File: src/sv/battery_power_supervisor_macros.svh
// Assertion macros shared by the supervisor RTL.
`ifndef BATTERY_POWER_SUPERVISOR_MACROS_SVH
`define BATTERY_POWER_SUPERVISOR_MACROS_SVH

// check cons in the same cycle whenever ante holds
`define BPS_ASSERT_NOW(lbl, ante, cons, msg) \
	lbl: assert property (@(posedge clk) disable iff (!arst_n) (ante) |-> (cons)) \
		else $error(msg);

// check cons in the cycle after ante holds
`define BPS_ASSERT_NEXT(lbl, ante, cons, msg) \
	lbl: assert property (@(posedge clk) disable iff (!arst_n) (ante) |=> (cons)) \
		else $error(msg);

`endif

File: src/sv/bps_pkg.sv
// Types and codes of the battery power supervisor.
package bps_pkg;

	localparam logic CMD_TICK = 1'b0;
	localparam logic CMD_MODE = 1'b1;

	localparam logic [1:0] MODE_STOP        = 2'd0;
	localparam logic [1:0] MODE_SMOOTH_STOP = 2'd1;
	localparam logic [1:0] MODE_RUN         = 2'd2;

	localparam int unsigned ADDR_W = 5;

	localparam logic [2:0] REG_LOW_MV        = 3'd0;
	localparam logic [2:0] REG_CRIT_MV       = 3'd1;
	localparam logic [2:0] REG_WARN_REPEAT   = 3'd2;
	localparam logic [2:0] REG_SHUTDOWN_DLY  = 3'd3;
	localparam logic [2:0] REG_SHUTDOWN_SND  = 3'd4;
	localparam logic [2:0] REG_STAGE_OFF_DLY = 3'd5;

	typedef struct packed {
		logic        command;
		logic [15:0] battery_mv;
		logic [1:0]  mode;
	} bps_sample_t;

	typedef struct packed {
		logic battery_low;
		logic battery_critical;
		logic warning_sound;
		logic power_off_sound;
		logic main_power_off;
		logic stage_enable;
		logic stage_on;
		logic relay_restart;
	} bps_result_t;

endpackage

File: src/sv/bps_sample_if.sv
// Input channel carrying monitor ticks and mode commands.
interface bps_sample_if;
	import bps_pkg::*;

	logic        valid;
	logic        ready;
	bps_sample_t data;

	modport source (output valid, output data, input ready);
	modport sink (input valid, input data, output ready);
endinterface

File: src/sv/bps_result_if.sv
// Output channel carrying one status result per transaction.
interface bps_result_if;
	import bps_pkg::*;

	logic        valid;
	logic        ready;
	bps_result_t data;

	modport source (output valid, output data, input ready);
	modport sink (input valid, input data, output ready);
endinterface

File: src/sv/battery_power_supervisor.sv
// Battery power supervisor: threshold monitor, warning and shutdown timers, stage control.
//
//  channel  | dir | handshake     | payload
//  ---------+-----+---------------+----------------------------------------------
//  sample   | in  | valid / ready | command, battery_mv, mode
//  result   | out | valid / ready | low, critical, sounds, power off, stage flags
//  apb      | in  | psel/penable  | six threshold and period registers
//
// One transaction per cycle while the result is not stalled; each sample passes through
// the input register and then the result register, which each hold one transaction; state
// updates when a transaction moves from the input register into the result register.
// A stall holds the result register and a full input register; sample ready drops only
// when both are full. arst_n clears state, config registers and valid flags at once.
`include "battery_power_supervisor_macros.svh"

module battery_power_supervisor (
	input  logic                         clk,
	input  logic                         arst_n,
	input  logic                         psel,
	input  logic                         penable,
	input  logic                         pwrite,
	input  logic [bps_pkg::ADDR_W-1:0]   paddr,
	input  logic [31:0]                  pwdata,
	output logic [31:0]                  prdata,
	output logic                         pready,
	bps_sample_if.sink                   sample,
	bps_result_if.source                 result
);
	import bps_pkg::*;

	logic [15:0] low_mv_q, crit_mv_q;
	logic [31:0] warn_rep_q, sd_delay_q, sd_sound_q, so_delay_q;

	logic [1:0]  cur_mode_q;
	logic [31:0] warn_cnt_q, sd_cnt_q, so_cnt_q;
	logic        low_q, crit_q, latch_q, enable_q, on_q;

	logic        valid_s1;
	bps_sample_t sample_s1;
	logic        valid_s2;
	bps_result_t res_s2;

	logic        advance;
	logic        step;
	logic        cfg_wr;
	logic [2:0]  cfg_idx;

	logic        low_t, crit_t;
	logic [31:0] warn_base, warn_dec, warn_nxt;
	logic [31:0] sd_base, sd_dec, sd_nxt;
	logic [31:0] so_dec, so_nxt;
	logic [1:0]  mode_nxt;
	logic        low_nxt, crit_nxt, latch_nxt, enable_nxt, on_nxt;
	logic        warn_snd, off_snd, restart;

	assign pready  = 1'b1;
	assign cfg_wr  = psel && penable && pwrite && pready;
	assign cfg_idx = paddr[ADDR_W-1:2];

	always_ff @(posedge clk or negedge arst_n) begin
		if (!arst_n) begin
			low_mv_q   <= '0;
			crit_mv_q  <= '0;
			warn_rep_q <= '0;
			sd_delay_q <= '0;
			sd_sound_q <= '0;
			so_delay_q <= '0;
		end else if (cfg_wr) begin
			case (cfg_idx)
				REG_LOW_MV:        low_mv_q   <= pwdata[15:0];
				REG_CRIT_MV:       crit_mv_q  <= pwdata[15:0];
				REG_WARN_REPEAT:   warn_rep_q <= pwdata;
				REG_SHUTDOWN_DLY:  sd_delay_q <= pwdata;
				REG_SHUTDOWN_SND:  sd_sound_q <= pwdata;
				REG_STAGE_OFF_DLY: so_delay_q <= pwdata;
				default: ;
			endcase
		end
	end

	always_comb begin
		case (cfg_idx)
			REG_LOW_MV:        prdata = {16'd0, low_mv_q};
			REG_CRIT_MV:       prdata = {16'd0, crit_mv_q};
			REG_WARN_REPEAT:   prdata = warn_rep_q;
			REG_SHUTDOWN_DLY:  prdata = sd_delay_q;
			REG_SHUTDOWN_SND:  prdata = sd_sound_q;
			REG_STAGE_OFF_DLY: prdata = so_delay_q;
			default:           prdata = '0;
		endcase
	end

	assign advance      = !valid_s2 || result.ready;
	assign step         = valid_s1 && advance;
	assign sample.ready = !valid_s1 || advance;

	always_ff @(posedge clk or negedge arst_n) begin
		if (!arst_n) begin
			valid_s1 <= 1'b0;
		end else if (sample.ready) begin
			valid_s1 <= sample.valid;
		end
	end

	always_ff @(posedge clk) begin
		if (sample.ready && sample.valid) begin
			sample_s1 <= sample.data;
		end
	end

	always_comb begin
		low_t      = sample_s1.battery_mv < low_mv_q;
		crit_t     = sample_s1.battery_mv < crit_mv_q;
		mode_nxt   = cur_mode_q;
		low_nxt    = low_q;
		crit_nxt   = crit_q;
		latch_nxt  = latch_q;
		enable_nxt = enable_q;
		on_nxt     = on_q;
		warn_nxt   = warn_cnt_q;
		sd_nxt     = sd_cnt_q;
		so_nxt     = so_cnt_q;
		warn_snd   = 1'b0;
		off_snd    = 1'b0;
		restart    = 1'b0;

		if (low_t && !crit_t) begin
			warn_base = (warn_cnt_q == '0) ? warn_rep_q : warn_cnt_q;
		end else begin
			warn_base = '0;
		end
		warn_dec = warn_base - 32'd1;

		if (crit_t) begin
			sd_base = (sd_cnt_q == '0) ? sd_delay_q : sd_cnt_q;
		end else begin
			sd_base = '0;
		end
		sd_dec = sd_base - 32'd1;
		so_dec = so_cnt_q - 32'd1;

		if (sample_s1.command == CMD_TICK) begin
			low_nxt  = low_t;
			crit_nxt = crit_t;
			warn_nxt = warn_base;
			if (warn_base != '0) begin
				if (warn_dec == '0) begin
					warn_snd = 1'b1;
					warn_nxt = warn_rep_q;
				end else begin
					warn_nxt = warn_dec;
				end
			end
			sd_nxt = sd_base;
			if (sd_base != '0) begin
				sd_nxt = sd_dec;
				if (sd_dec == '0) begin
					latch_nxt = 1'b1;
				end
			end
			off_snd = (sd_nxt == sd_sound_q);
			if (so_cnt_q != '0) begin
				so_nxt = so_dec;
				if (so_dec == '0) begin
					enable_nxt = 1'b0;
				end
			end
		end else if (sample_s1.mode != cur_mode_q) begin
			mode_nxt = sample_s1.mode;
			case (sample_s1.mode)
				MODE_STOP:        enable_nxt = 1'b0;
				MODE_SMOOTH_STOP: so_nxt = so_delay_q;
				default: begin
					enable_nxt = 1'b1;
					on_nxt     = 1'b1;
					restart    = 1'b1;
				end
			endcase
		end
	end

	always_ff @(posedge clk or negedge arst_n) begin
		if (!arst_n) begin
			cur_mode_q <= MODE_STOP;
			warn_cnt_q <= '0;
			sd_cnt_q   <= '0;
			so_cnt_q   <= '0;
			low_q      <= 1'b0;
			crit_q     <= 1'b0;
			latch_q    <= 1'b0;
			enable_q   <= 1'b0;
			on_q       <= 1'b0;
		end else if (step) begin
			cur_mode_q <= mode_nxt;
			warn_cnt_q <= warn_nxt;
			sd_cnt_q   <= sd_nxt;
			so_cnt_q   <= so_nxt;
			low_q      <= low_nxt;
			crit_q     <= crit_nxt;
			latch_q    <= latch_nxt;
			enable_q   <= enable_nxt;
			on_q       <= on_nxt;
		end
	end

	always_ff @(posedge clk or negedge arst_n) begin
		if (!arst_n) begin
			valid_s2 <= 1'b0;
		end else if (advance) begin
			valid_s2 <= valid_s1;
		end
	end

	always_ff @(posedge clk) begin
		if (step) begin
			res_s2.battery_low      <= low_nxt;
			res_s2.battery_critical <= crit_nxt;
			res_s2.warning_sound    <= warn_snd;
			res_s2.power_off_sound  <= off_snd;
			res_s2.main_power_off   <= latch_nxt;
			res_s2.stage_enable     <= enable_nxt;
			res_s2.stage_on         <= on_nxt;
			res_s2.relay_restart    <= restart;
		end
	end

	assign result.valid = valid_s2;
	assign result.data  = res_s2;

	`BPS_ASSERT_NEXT(a_latch_holds, latch_q, latch_q, "main power off latch dropped")
	`BPS_ASSERT_NEXT(a_mode_no_sound, step && sample_s1.command == CMD_MODE,
		!res_s2.warning_sound && !res_s2.power_off_sound, "sound pulse on mode command")
	`BPS_ASSERT_NOW(a_restart_on, valid_s2 && res_s2.relay_restart,
		res_s2.stage_enable && res_s2.stage_on, "relay restart without stage on")
	`BPS_ASSERT_NOW(a_crit_no_warn, warn_cnt_q != '0, low_q && !crit_q,
		"warning counter running outside low battery")

endmodule

File: src/flat_wrapper.sv
// flat-port wrapper written by rule: the top's interface ports become plain ports
module battery_power_supervisor_flat import bps_pkg::*;
  (clk, arst_n, psel, penable, pwrite, paddr, pwdata, prdata, pready, sample_valid, sample_data, sample_ready, result_valid, result_data, result_ready);
  bps_sample_if sample_i ();
  bps_result_if result_i ();
  input  logic clk;
  input  logic arst_n;
  input  logic psel;
  input  logic penable;
  input  logic pwrite;
  input  logic [bps_pkg::ADDR_W-1:0] paddr;
  input  logic [31:0] pwdata;
  output logic [31:0] prdata;
  output logic pready;
  input wire logic [$bits(sample_i.valid)-1:0] sample_valid;
  input wire logic [$bits(sample_i.data)-1:0] sample_data;
  output wire logic [$bits(sample_i.ready)-1:0] sample_ready;
  output wire logic [$bits(result_i.valid)-1:0] result_valid;
  output wire logic [$bits(result_i.data)-1:0] result_data;
  input wire logic [$bits(result_i.ready)-1:0] result_ready;
  assign sample_i.valid = sample_valid;
  assign sample_i.data = sample_data;
  assign sample_ready = sample_i.ready;
  assign result_valid = result_i.valid;
  assign result_data = result_i.data;
  assign result_i.ready = result_ready;
  battery_power_supervisor u_core (.clk(clk), .arst_n(arst_n), .psel(psel), .penable(penable), .pwrite(pwrite), .paddr(paddr), .pwdata(pwdata), .prdata(prdata), .pready(pready), .sample(sample_i), .result(result_i));
endmodule
File: config.mk
export PLATFORM = sky130hd
export DESIGN_NAME = battery_power_supervisor_flat
export DESIGN_NICKNAME = d
export VERILOG_FILES = /design/src/sv/bps_pkg.sv /design/src/sv/bps_sample_if.sv /design/src/sv/bps_result_if.sv /design/src/sv/battery_power_supervisor.sv /design/src/flat_wrapper.sv
export VERILOG_INCLUDE_DIRS = /design/src /design/src/sv
export SDC_FILE = /design/constraint.sdc
export NUM_CORES = 1
export LEC_CHECK = 0
export CORE_MARGIN = 4
export CORE_UTILIZATION = 65
export DETAILED_ROUTE_END_ITERATION = 8
export DONT_BUFFER_PORTS = 1
export GPL_TIMING_DRIVEN = 0
export PLACE_DENSITY = 0.81
export REMOVE_ABC_BUFFERS = 1
export SYNTH_ARGS = -nofsm -noshare
export SYNTH_HDL_FRONTEND = slang
export SYNTH_SLANG_ARGS = --single-unit
export TNS_END_PERCENT = 5
File: constraint.sdc
create_clock -name clk -period 5.4 [get_ports clk]
set_input_delay 0.81 -clock clk [delete_from_list [all_inputs] [get_ports clk]]
set_output_delay 0.81 -clock clk [all_outputs]
set_load 0.01 [all_outputs]
# --- Yosys cells after proc, flatten, opt, wreduce, memory -nomap -nowiden ---
# Cells that the tools add are included.
totals:
  reg_bits: 292
  inputBits: 63
  elab_cells: 106
op_classes:
  n_addsub: 3
  order_cmp: 2
  n_eq_ne: 10
  muxes: 28
  bitwise: 2
  reduce_logical: 33
op_table:
  columns: ["operator", "n"]
  rows:
  - ["32-bit two-way mux", 12]
  - ["32-bit one-hot mux with 6 select lines", 1]
  - ["32-bit zero test", 5]
  - ["32-bit nonzero test", 3]
  - ["32-bit by 1-bit subtractor with 32-bit output (second input constant)", 3]
  - ["32-bit == test", 1]
  - ["16-bit less-than comparator", 2]
  - ["2-bit AND reduction", 8]
  - ["1-bit two-way mux", 14]
  - ["3-bit by 2-bit == test with 1-bit output (second input constant)", 2]
  - ["3-bit == test (second input constant)", 2]
  - ["1-bit logical AND", 5]
  - ["2-bit != test (second input constant)", 2]
  - ["4-bit AND reduction", 1]
  - ["2-bit OR reduction", 2]
  - ["3-bit by 1-bit == test with 1-bit output (second input constant)", 1]
  - ["1-bit zero test", 3]
  - ["3-bit zero test", 1]
  - ["3-bit AND reduction", 1]
  - ["2-bit by 1-bit == test with 1-bit output (second input constant)", 1]
  - ["2-bit zero test", 1]
  - ["1-bit logical OR", 2]
  - ["2-bit != test", 1]
  - ["1-bit NOT", 2]
  - ["other kinds (2)", 2]

# --- Depth between registers and ports, before layout ---
# Gate-level depths: netlist of the first run.
logic_depth:
  depth_word: 8
  depth_mapped: 22

# --- Least setup slack after synthesis of the first run ---
# OpenSTA, ideal clock, no wires.
synth_path:
  kind: "reg2reg"
  from: "register u_core.sd_cnt_q[16]"
  to: "register u_core.res_s2 (netlist bit u_core.result.data[4]) (data pin)"
  t_arrival_ps: 4689
  required_ps: 5230
  setup_slack_ps: 541
  path_stages_with_launch: 21
  path_buffers: 4
  period_less_slack_ps: 4859
  path_cell_list: "dfrtp_1 or3_1 or4_1 buf_2 nor2_1 clkbuf_1 buf_2 a21oi_1 nor2_1 inv_1 ha_1 clkbuf_1 nand2_1 a31o_2 nand2_1 o211a_1 a221oi_1 o211ai_1 a2111o_1 a2111o_1 nor4_2"
synth_between:
  elab_chain_cells: 7
  elab_cells_between_ends: 8
synth_rtl:
  columns: ["item", "line_no", "source"]
  rows:
  - ["start, declared", "battery_power_supervisor.sv:35", "logic [31:0] warn_cnt_q, sd_cnt_q, so_cnt_q;"]
  - ["start signal, assigned", "battery_power_supervisor.sv:196", "sd_cnt_q <= sd_nxt;"]
  - ["32-bit zero test", "battery_power_supervisor.sv:135", "sd_base = (sd_cnt_q == '0) ? sd_delay_q : sd_cnt_q;"]
  - ["32-bit two-way mux (*)", "battery_power_supervisor.sv:135", null]
  - ["32-bit two-way mux (*)", "battery_power_supervisor.sv:134", "if (crit_t) begin"]
  - ["32-bit by 1-bit subtractor with 32-bit output or 32-bit nonzero test (tied branches)", "battery_power_supervisor.sv:139, battery_power_supervisor.sv:155", null]
  - ["32-bit two-way mux (*)", "battery_power_supervisor.sv:155", "if (sd_base != '0) begin"]
  - ["32-bit two-way mux (*)", "battery_power_supervisor.sv:142", "if (sample_s1.command == CMD_TICK) begin"]
  - ["32-bit == test (*)", "battery_power_supervisor.sv:161", "off_snd = (sd_nxt == sd_sound_q);"]
  - ["end, declared", "battery_power_supervisor.sv:41", "bps_result_t res_s2;"]
# Mark *: on every way between the ends. The rest lies on a longest branch, timed or not. The select of a mux whose other input is x is not followed.
# A chain may end at the register's enable or synchronous reset.

# --- Worst setup path after layout of the first run ---
layout_path:
  from: "register u_core.crit_mv_q[14]"
  to: "register u_core.res_s2 (netlist bit u_core.result.data[4]) (data pin)"
layout_between:
  elab_chain_cells: 6
  elab_cells_between_ends: 7
layout_rtl:
  columns: ["item", "line_no", "source"]
  rows:
  - ["start, declared", "battery_power_supervisor.sv:31", "logic [15:0] low_mv_q, crit_mv_q;"]
  - ["start signal, assigned", "battery_power_supervisor.sv:71", "REG_CRIT_MV: crit_mv_q <= pwdata[15:0];"]
  - ["16-bit less-than comparator (*)", "battery_power_supervisor.sv:113", "crit_t = sample_s1.battery_mv < crit_mv_q;"]
  - ["32-bit two-way mux (*)", "battery_power_supervisor.sv:134", null]
  - ["32-bit by 1-bit subtractor with 32-bit output or 32-bit nonzero test (tied branches)", "battery_power_supervisor.sv:139, battery_power_supervisor.sv:155", null]
  - ["32-bit two-way mux (*)", "battery_power_supervisor.sv:155", null]
  - ["32-bit two-way mux (*)", "battery_power_supervisor.sv:142", null]
  - ["32-bit == test (*)", "battery_power_supervisor.sv:161", null]
# Marked as above.

==> summary.txt, run 1 <==
STA
  – Final Hold Vio Count: 100
  – Clock Skew: roughly 0.015 ns
  – Peak Freq: roughly 190 MHz
  – Final Cycle Share: 0.987
  – Tightest Pin Transition: ~1.1 ns
  – Min Tclk post-route: approximately 5.3 ns
  – WHS: -0.0842 ns
  – Final Max Tran Viols: 0
  – Relative slew slack: 0.241
  – Setup TNS Final: 0 ns
  – Setup WS post-layout: approximately 0.071 ns
  – Final setup vio count: 0

Detailed routing
  – Final wirelength: 68900 µm
  – Post-DR wirelength/cell: roughly 28 µm
  – Detailed-router iteration count before antenna repair: 6
  – 1st-iter DRT viols: approximately 2700
  – Final ANT Viol Nets: 0
  – Vias per inst: 7.52
  – DRC: 0
  – Vias: about 18000

Floorplan
  – # IOs: 106
  – Die Y: ~180 µm
  – Rows: 61
  – Initial Util: 0.665
  – Die Width: about 180 µm
  – Full die area: ~31000 µm²
  – Core area: roughly 28000 µm²

Pwr
  – Max VDD drop: 0.416 mV
  – LEAKAGE: between 8 and 9 nW
  – Power Density: 488 nW/µm²
  – Total power: 9.95 mW

Placed design
  – Gp weighted congestion: around 1.0
  – Placed Instances: approximately 2400
  – DP HPWL: 48200 µm
  – PortBufs: 0
  – Placement Setup Slack: -2.75 ns

Clock network
  – CTS tree: yes
  – Clock Path Buffers: 3
  – CTS clk-pin slew, worst paths: 0.07 ns
  – Clock root cell: clkbuf_16
  – H-tree depth: 1
  – Later-pin clock latency in the skew report: 0.59 ns
  – Clock Sink Count: about 290
  – CTS Buf Count: 31

Job
  – Maxcap violations: 0

Yosys
  – Yosys top cell area share: 0.356
  – Commonest register cell after synthesis: dfrtp_1
  – Synthesis-stage register bit count: 292
  – Post-synthesis sequential area ratio: 0.400
  – EDFF count, synth: 27
  – Cells after Synth: approximately 2100
  – Synth unique cells: 89
  – Yosys top cell by area: dfrtp_1
  – Area of the mapped netlist: between 15000 and 20000 µm²
  – Synth top area cells: dfrtp_1 36%, mux2_2 7.7%, o21ai_0 4.9%
  – YS warnings: 0
  – Avg Inst Size Synth: 8.89 µm²
  – Asr flop ratio synth: 0.908

GRT
  – Largest net degree at the start of global routing: 266
  – Initial antenna violation count: 0
  – Vias in the first global route: approximately 17000
  – Grt ovf: 0
  – Global-route wire length before repair: 105000 µm
  – Overall routing resource usage: 0.432

Cells and area
  – Fin cells: around 2400
  – Antenna diodes: 0
  – Area grow syn2layout: 9.43%
  – Share of cells above drive strength 1: 0.148
  – Final nets: roughly 2100

Setup path
  – CP startpoint kind: flip-flop
  – Worst Setup End Kind: flip-flop
  – CP Class: flip-flop to flip-flop
  – Critical Path RT: 5.80 ns
  – CP Data Arrival Time: 5.73 ns
  – Worst-path fanout max: 43

Status
  – Status: finished with violations
  – Failing checks: negative hold slack

Hold path
  – HP Class: primary input to async pin
kinds of logic (layout without fill, tap and decap cells):
kind of cell / Yosys count / in the layout / share of synthesized area
other cells: 1 / 1 / 0.000201
buf+inv: 205 / 166 / 0.0430
xor+xnor: 42 / 42 / 0.0198
mux: 139 / 139 / 0.0836
simple gates: 739 / 741 / 0.203
compound gates: 639 / 639 / 0.226
flops: 292 / 292 / 0.400
fa+ha+maj: 37 / 37 / 0.0249
state kept, by name, indices dropped and copies added, names as in the netlist:
| register | flops |
|---|---|
| u_core.crit_mv_q | 16 |
| u_core.crit_q | 1 |
| u_core.cur_mode_q | 2 |
| u_core.enable_q | 1 |
| u_core.latch_q | 1 |
| u_core.low_mv_q | 16 |
| u_core.low_q | 1 |
| u_core.on_q | 1 |
| u_core.result.data | 8 |
| u_core.result.valid | 1 |
| u_core.sample_s1 | 19 |
| u_core.sd_cnt_q | 32 |
| u_core.sd_delay_q | 32 |
| u_core.sd_sound_q | 32 |
| u_core.so_cnt_q | 32 |
| u_core.so_delay_q | 32 |
| u_core.valid_s1 | 1 |
| u_core.warn_cnt_q | 32 |
| u_core.warn_rep_q | 32 |
synthesized netlist by cell type, types with 8 or more instances:
library cell	n
buf_2	10
mux2i_1	10
a211o_1	9
and3_1	11
nor4_1	56
o211ai_1	14
a22o_1	13
edfxtp_1	27
nand2b_1	19
a22oi_1	92
or2_2	10
or3_1	31
xnor2_1	26
o31ai_1	29
o31a_1	11
o21ai_0	184
a21oi_1	111
nand3_1	52
a211oi_1	37
xor2_1	16
a31oi_1	25
or4_1	22
inv_1	61
nand4_1	38
mux2_2	128
a21o_1	18
nor2_1	187
nand2_1	161
ha_1	37
nor3_1	82
nor3b_1	8
clkbuf_1	123
dfrtp_1	265
metrics by stage:
stage | hold WS, ns | utilization | cell area (µm²)
after floorplan | 0.420 | - | 18000
after global placement | 0.431 | 0.661 | 18500
after detailed placement | 0.451 | 0.680 | 19000
after CTS | -0.0918 | 0.721 | 20200
after global routing | -0.0901 | 0.727 | 20400
final | -0.0842 | 0.727 | 20400
path summary, 6_finish.rpt:
kind                                 startpoint               endpoint  slack [ns]  cells after the start
min reg2reg                         u_core.on_q            u_core.on_q        0.47                      1
min                                      arst_n    u_core.sd_cnt_q[15]       -0.08                      0
max                        u_core.crit_mv_q[14]  u_core.result.data[4]        0.07                     19
max in group asynchronous                arst_n     u_core.so_cnt_q[4]        5.03                      0
max reg2reg                u_core.crit_mv_q[14]  u_core.result.data[4]        0.07                     19
min in group clk                sample_data[16]   u_core.sample_s1[16]        0.32                      0
cells in the final DEF, fill, tap and decap left out, drive strengths merged, types with 7 or more instances in the layout:
master	netlist	routed
dfrtp	265	265
o21ai	188	188
nor2	188	188
nand2	161	161
mux2	129	129
a21oi	111	111
a22oi	92	92
nor3	88	88
inv	61	62
nor4	60	60
nand3	52	52
buf	21	47
a211oi	39	39
nand4	38	38
ha	37	37
clkbuf	123	34
or3	32	32
o31ai	29	29
edfxtp	27	27
xnor2	26	26
a31oi	25	25
or4	24	24
nand2b	19	19
a21o	18	18
xor2	16	16
clkinv	0	16
o211ai	14	14
a22o	13	13
or2	12	12
and3	11	11
o31a	11	11
mux2i	10	10
a211o	9	9
and2	8	9
a2111oi	8	8
nor3b	8	8
a41oi	7	7
nor4b	7	7
nor2b	7	7
and4	6	7
critical path, stage by stage, from the launching register on:
cell and delay [ns]:
dfrtp_1 0.39, inv_1 0.09, ha_1 0.32, nand4_1 0.25, nor3_4 0.34, a311oi_4 0.19, nand2_2 0.12, buf_12 0.25
nor2_2 0.09, inv_1 0.11, ha_2 0.36, inv_2 0.14, a311o_1 0.28, a2111oi_0 0.53, a211oi_2 0.14, xnor2_1 0.24
o31ai_4 0.35, nand4b_1 0.23, a221o_1 0.41, nor4_4 0.30
report_power, final:
| group | total [mW] | leakage [nW] | internal, mW | switching [mW] |
|---|---|---|---|---|
| combinational | 3.98 | 4.01 | 1.51 | 2.47 |
| clock | 2.07 | 0.467 | 1.12 | 0.954 |
| sequential | 3.89 | 3.56 | 2.81 | 1.08 |
metal layers:
metal | vias up | GRT usage | share of wire
li1 | 7792 | - | -
met1 | 8808 | 0.591 | 0.38
met2 | 1419 | 0.631 | 0.42
met3 | 295 | 0.118 | 0.13
met4 | 0 | 0.230 | 0.072
met5 | - | 0 | 0
layout make-up:
cell class	count	area [µm²]
clock buffers	34	797
flip-flops and latches	292	7440
fillers	2062	7630
clock inverters	24	171
inverters	61	233
repair buffers	47	587
well taps	378	473
multi-input cells	1599	10700
timing repair:
item | in CTS | in global routing
gates cloned | 2 | 0
endpoints found under the setup margin | 49 | 36
pin swaps | 8 | 9
hold endpoints to repair | 265 | 265
buffers inserted | 7 | 14
gates resized for setup | 25 | 12
Note: power is estimated with default switching activity, not from simulation.
==> run 2: changes to the inputs <==
--- a/config.mk
+++ b/config.mk
@@ -11,6 +11,7 @@
 export DETAILED_ROUTE_END_ITERATION = 8
 export DONT_BUFFER_PORTS = 1
 export GPL_TIMING_DRIVEN = 0
+export MAX_ROUTING_LAYER = met4
 export PLACE_DENSITY = 0.81
 export REMOVE_ABC_BUFFERS = 1
 export SYNTH_ARGS = -nofsm -noshare
==> run 2 against run 1 <==
Compared with the run above: the flow finishes with violations (negative hold slack, negative setup slack); worst hold slack worse by 0.011 ns; non-clock buffer count is 15 higher; via count is 1.6% higher; total power is 2.6% higher; utilization is 0.93 points higher; highest routed layer unchanged.
==> summary.txt, run 2 (same netlist as run 1, synthesis figures left out) <==
Detailed routing
  – Vias per inst: 7.59
  – Detailed-router iteration count before antenna repair: 6
  – Vias: 18600
  – DRC: 0
  – Final ANT Viol Nets: 0
  – 1st-iter DRT viols: ~3000
  – Final wirelength: approximately 69000 µm
  – Post-DR wirelength/cell: between 20 and 30 µm

GRT
  – Global-route wire length before repair: around 100000 µm
  – Largest net degree at the start of global routing: roughly 270
  – Vias in the first global route: 17200
  – M1 GR Usage: 0.595
  – Initial antenna violation count: 0
  – Met3 GRT Util: 0.106
  – Met2 usage: 0.631
  – Grt ovf: 0
  – GR peak layer: met2
  – Overall routing resource usage: 0.441

Setup path
  – CP Class: flip-flop to flip-flop
  – Critical Path RT: ~5.8 ns
  – Crit path cell chain: ha_1 > and3_1 > nor3b_2 > a311oi_2 > nand2_4 > buf_12 > nor2_2 > inv_1 > ha_4 > clkinvlp_4 > a311o_1 > a2111oi_2 > a211oi_2 > xnor2_1 > o31ai_2 > nand4b_1 > a221o_1 > nor4_2
  – CP Data Arrival Time: just under 6 ns
  – CP max stage cell: edfxtp_1
  – Peak per-stage delay on the critical path: 0.43 ns
  – Worst-path fanout max: 34
  – CP startpoint kind: flip-flop
  – Worst Setup End Kind: flip-flop

Cells and area
  – Register area: between 7000 and 8000 µm²
  – Share of cells above drive strength 1: 0.154
  – Multi-input gate area: between 10000 and 15000 µm²
  – Final cell area excluding filler cells: a little over 20000 µm²
  – Fin cells: 2451
  – Leading cell type in the layout, fill and taps excluded: dfrtp_1
  – Filler cells: between 2000 and 2500
  – Final nets: approximately 2100
  – Area grow syn2layout: 10.8%
  – Most frequent cells in the layout: 265 x dfrtp_1, 184 x o21ai_0, 179 x nor2_1
  – Antenna diodes: 0

STA
  – Final Cycle Share: 1.00
  – Final Max Tran Viols: 0
  – Relative slew slack: 0.150
  – Min Tclk post-route: ~5.4 ns
  – Clock Skew: 0.0375 ns
  – Final Hold Vio Count: between 40 and 50
  – Tightest Pin Transition: about 1.3 ns
  – WHS: -0.0947 ns
  – Final setup vio count: 1
  – Peak Freq: ~180 MHz
  – Setup WS post-layout: -0.0122 ns

Placed design
  – Placed Instances: roughly 2400
  – DP HPWL: around 48000 µm
  – Gp weighted congestion: 0.997
  – Placed Area: 19100 µm²
  – PortBufs: 0

Clock network
  – CTS tree: yes
  – CTS Buf Count: 31
  – H-tree depth: 1
  – Clock root cell: clkbuf_16
  – Later-pin clock latency in the skew report: 0.59 ns
  – Clock Path Buffers: 3
  – CTS clk-pin slew, worst paths: ~0.070 ns
  – Clock Sink Count: 292

Job
  – Maxcap violations: 0

Floorplan
  – Die Y: 177 µm
  – Rows: just over 60
  – Core area: about 28000 µm²
  – Initial Util: 0.665
  – Die Width: 177 µm
  – # IOs: roughly 110
  – Full die area: 31400 µm²

Hold path
  – HP Class: primary input to async pin

Pwr
  – Power Density: ~500 nW/µm²
  – Max VDD drop: 0.358 mV
  – LEAKAGE: 8.16 nW

Status
  – Status: finished with violations
  – Failing checks: negative hold slack, negative setup slack
[run 2: cell types whose count changed in the layout (fill, tap and decap cells not counted), moves of 2 or more]
cell        delta
buf_8          -2
clkbuf_1       +4
clkinvlp_4     -2
buf_4         +16
buf_16         +4
buf_12         -3
nor3_2         +2
bufinv_16      +5
clkinv_2       -4
a21o_2         -2
[run 2: cell type report]
cell class / count / share of cell area
clock buffer: 38 / 0.0393
sequential: 292 / 0.361
inverter: 61 / 0.0115
timing repair buffer: 62 / 0.0352
clock inverter: 20 / 0.0124
tap: 378 / 0.0229
multi-input combinational: 1600 / 0.518
[run 2: metrics by stage]
stage / setup TNS (ns) / worst slack, ns / utilization / total power [mW]
final: -0.0122 / -0.0122 / 0.737 / 10.2
after global routing: -0.00236 / -0.00236 / 0.737 / 10.6
after CTS: 0 / 0.00691 / 0.726 / 9.87
after detailed placement: -61.81 / -2.02 / 0.681 / 7.46
after global placement: -423.87 / -4.92 / 0.661 / 7.28
after floorplan: -34.36 / -1.21 / - / 6.11
[run 2: per-layer routing]
metal / routed length, µm / vias to the layer above
li1: - / 7826
met1: 25800 / 8996
met2: 29300 / 1507
met3: 9520 / 279
met4: 4880 / 0
met5: 0 / -
[run 2: final timing paths]
check / from / endpoint / slack [ns] / cells after the start
max: u_core.sample_s1[9] / u_core.result.data[4] / -0.01 / 18
min reg2reg: u_core.on_q / u_core.on_q / 0.47 / 1
max in group asynchronous: arst_n / u_core.so_cnt_q[4] / 5.00 / 0
min: arst_n / u_core.sd_cnt_q[16] / -0.09 / 0
max reg2reg: u_core.sample_s1[9] / u_core.result.data[4] / -0.01 / 18
min in group clk: sample_data[16] / u_core.sample_s1[16] / 0.32 / 0
[run 2: what timing repair did]
action / 4_1_cts / 5_1_grt
pin swaps: 6 / 13
setup buffers: 8 / 26
endpoints found under the hold margin: 265 / 265
endpoints found under the setup margin: 46 / 21
gates cloned: 3 / 0
gates resized for setup: 25 / 13
[run 2: power by group]
part,switching [mW],internal [mW]
Clock,0.924,1.35
Combinational,2.51,1.54
Sequential,1.07,2.81
[run 2: critical path, delay by kind of cell, from the launching register on]
family                     cells  cell delay (ns)
AOI/OAI and AO/OA              6             1.89
and+or+nand+nor                6             1.45
adders and majority gates      2             0.62
buffers and inverters          3             0.59
DFF                            1             0.43
xor gates and xnor gates       1             0.20
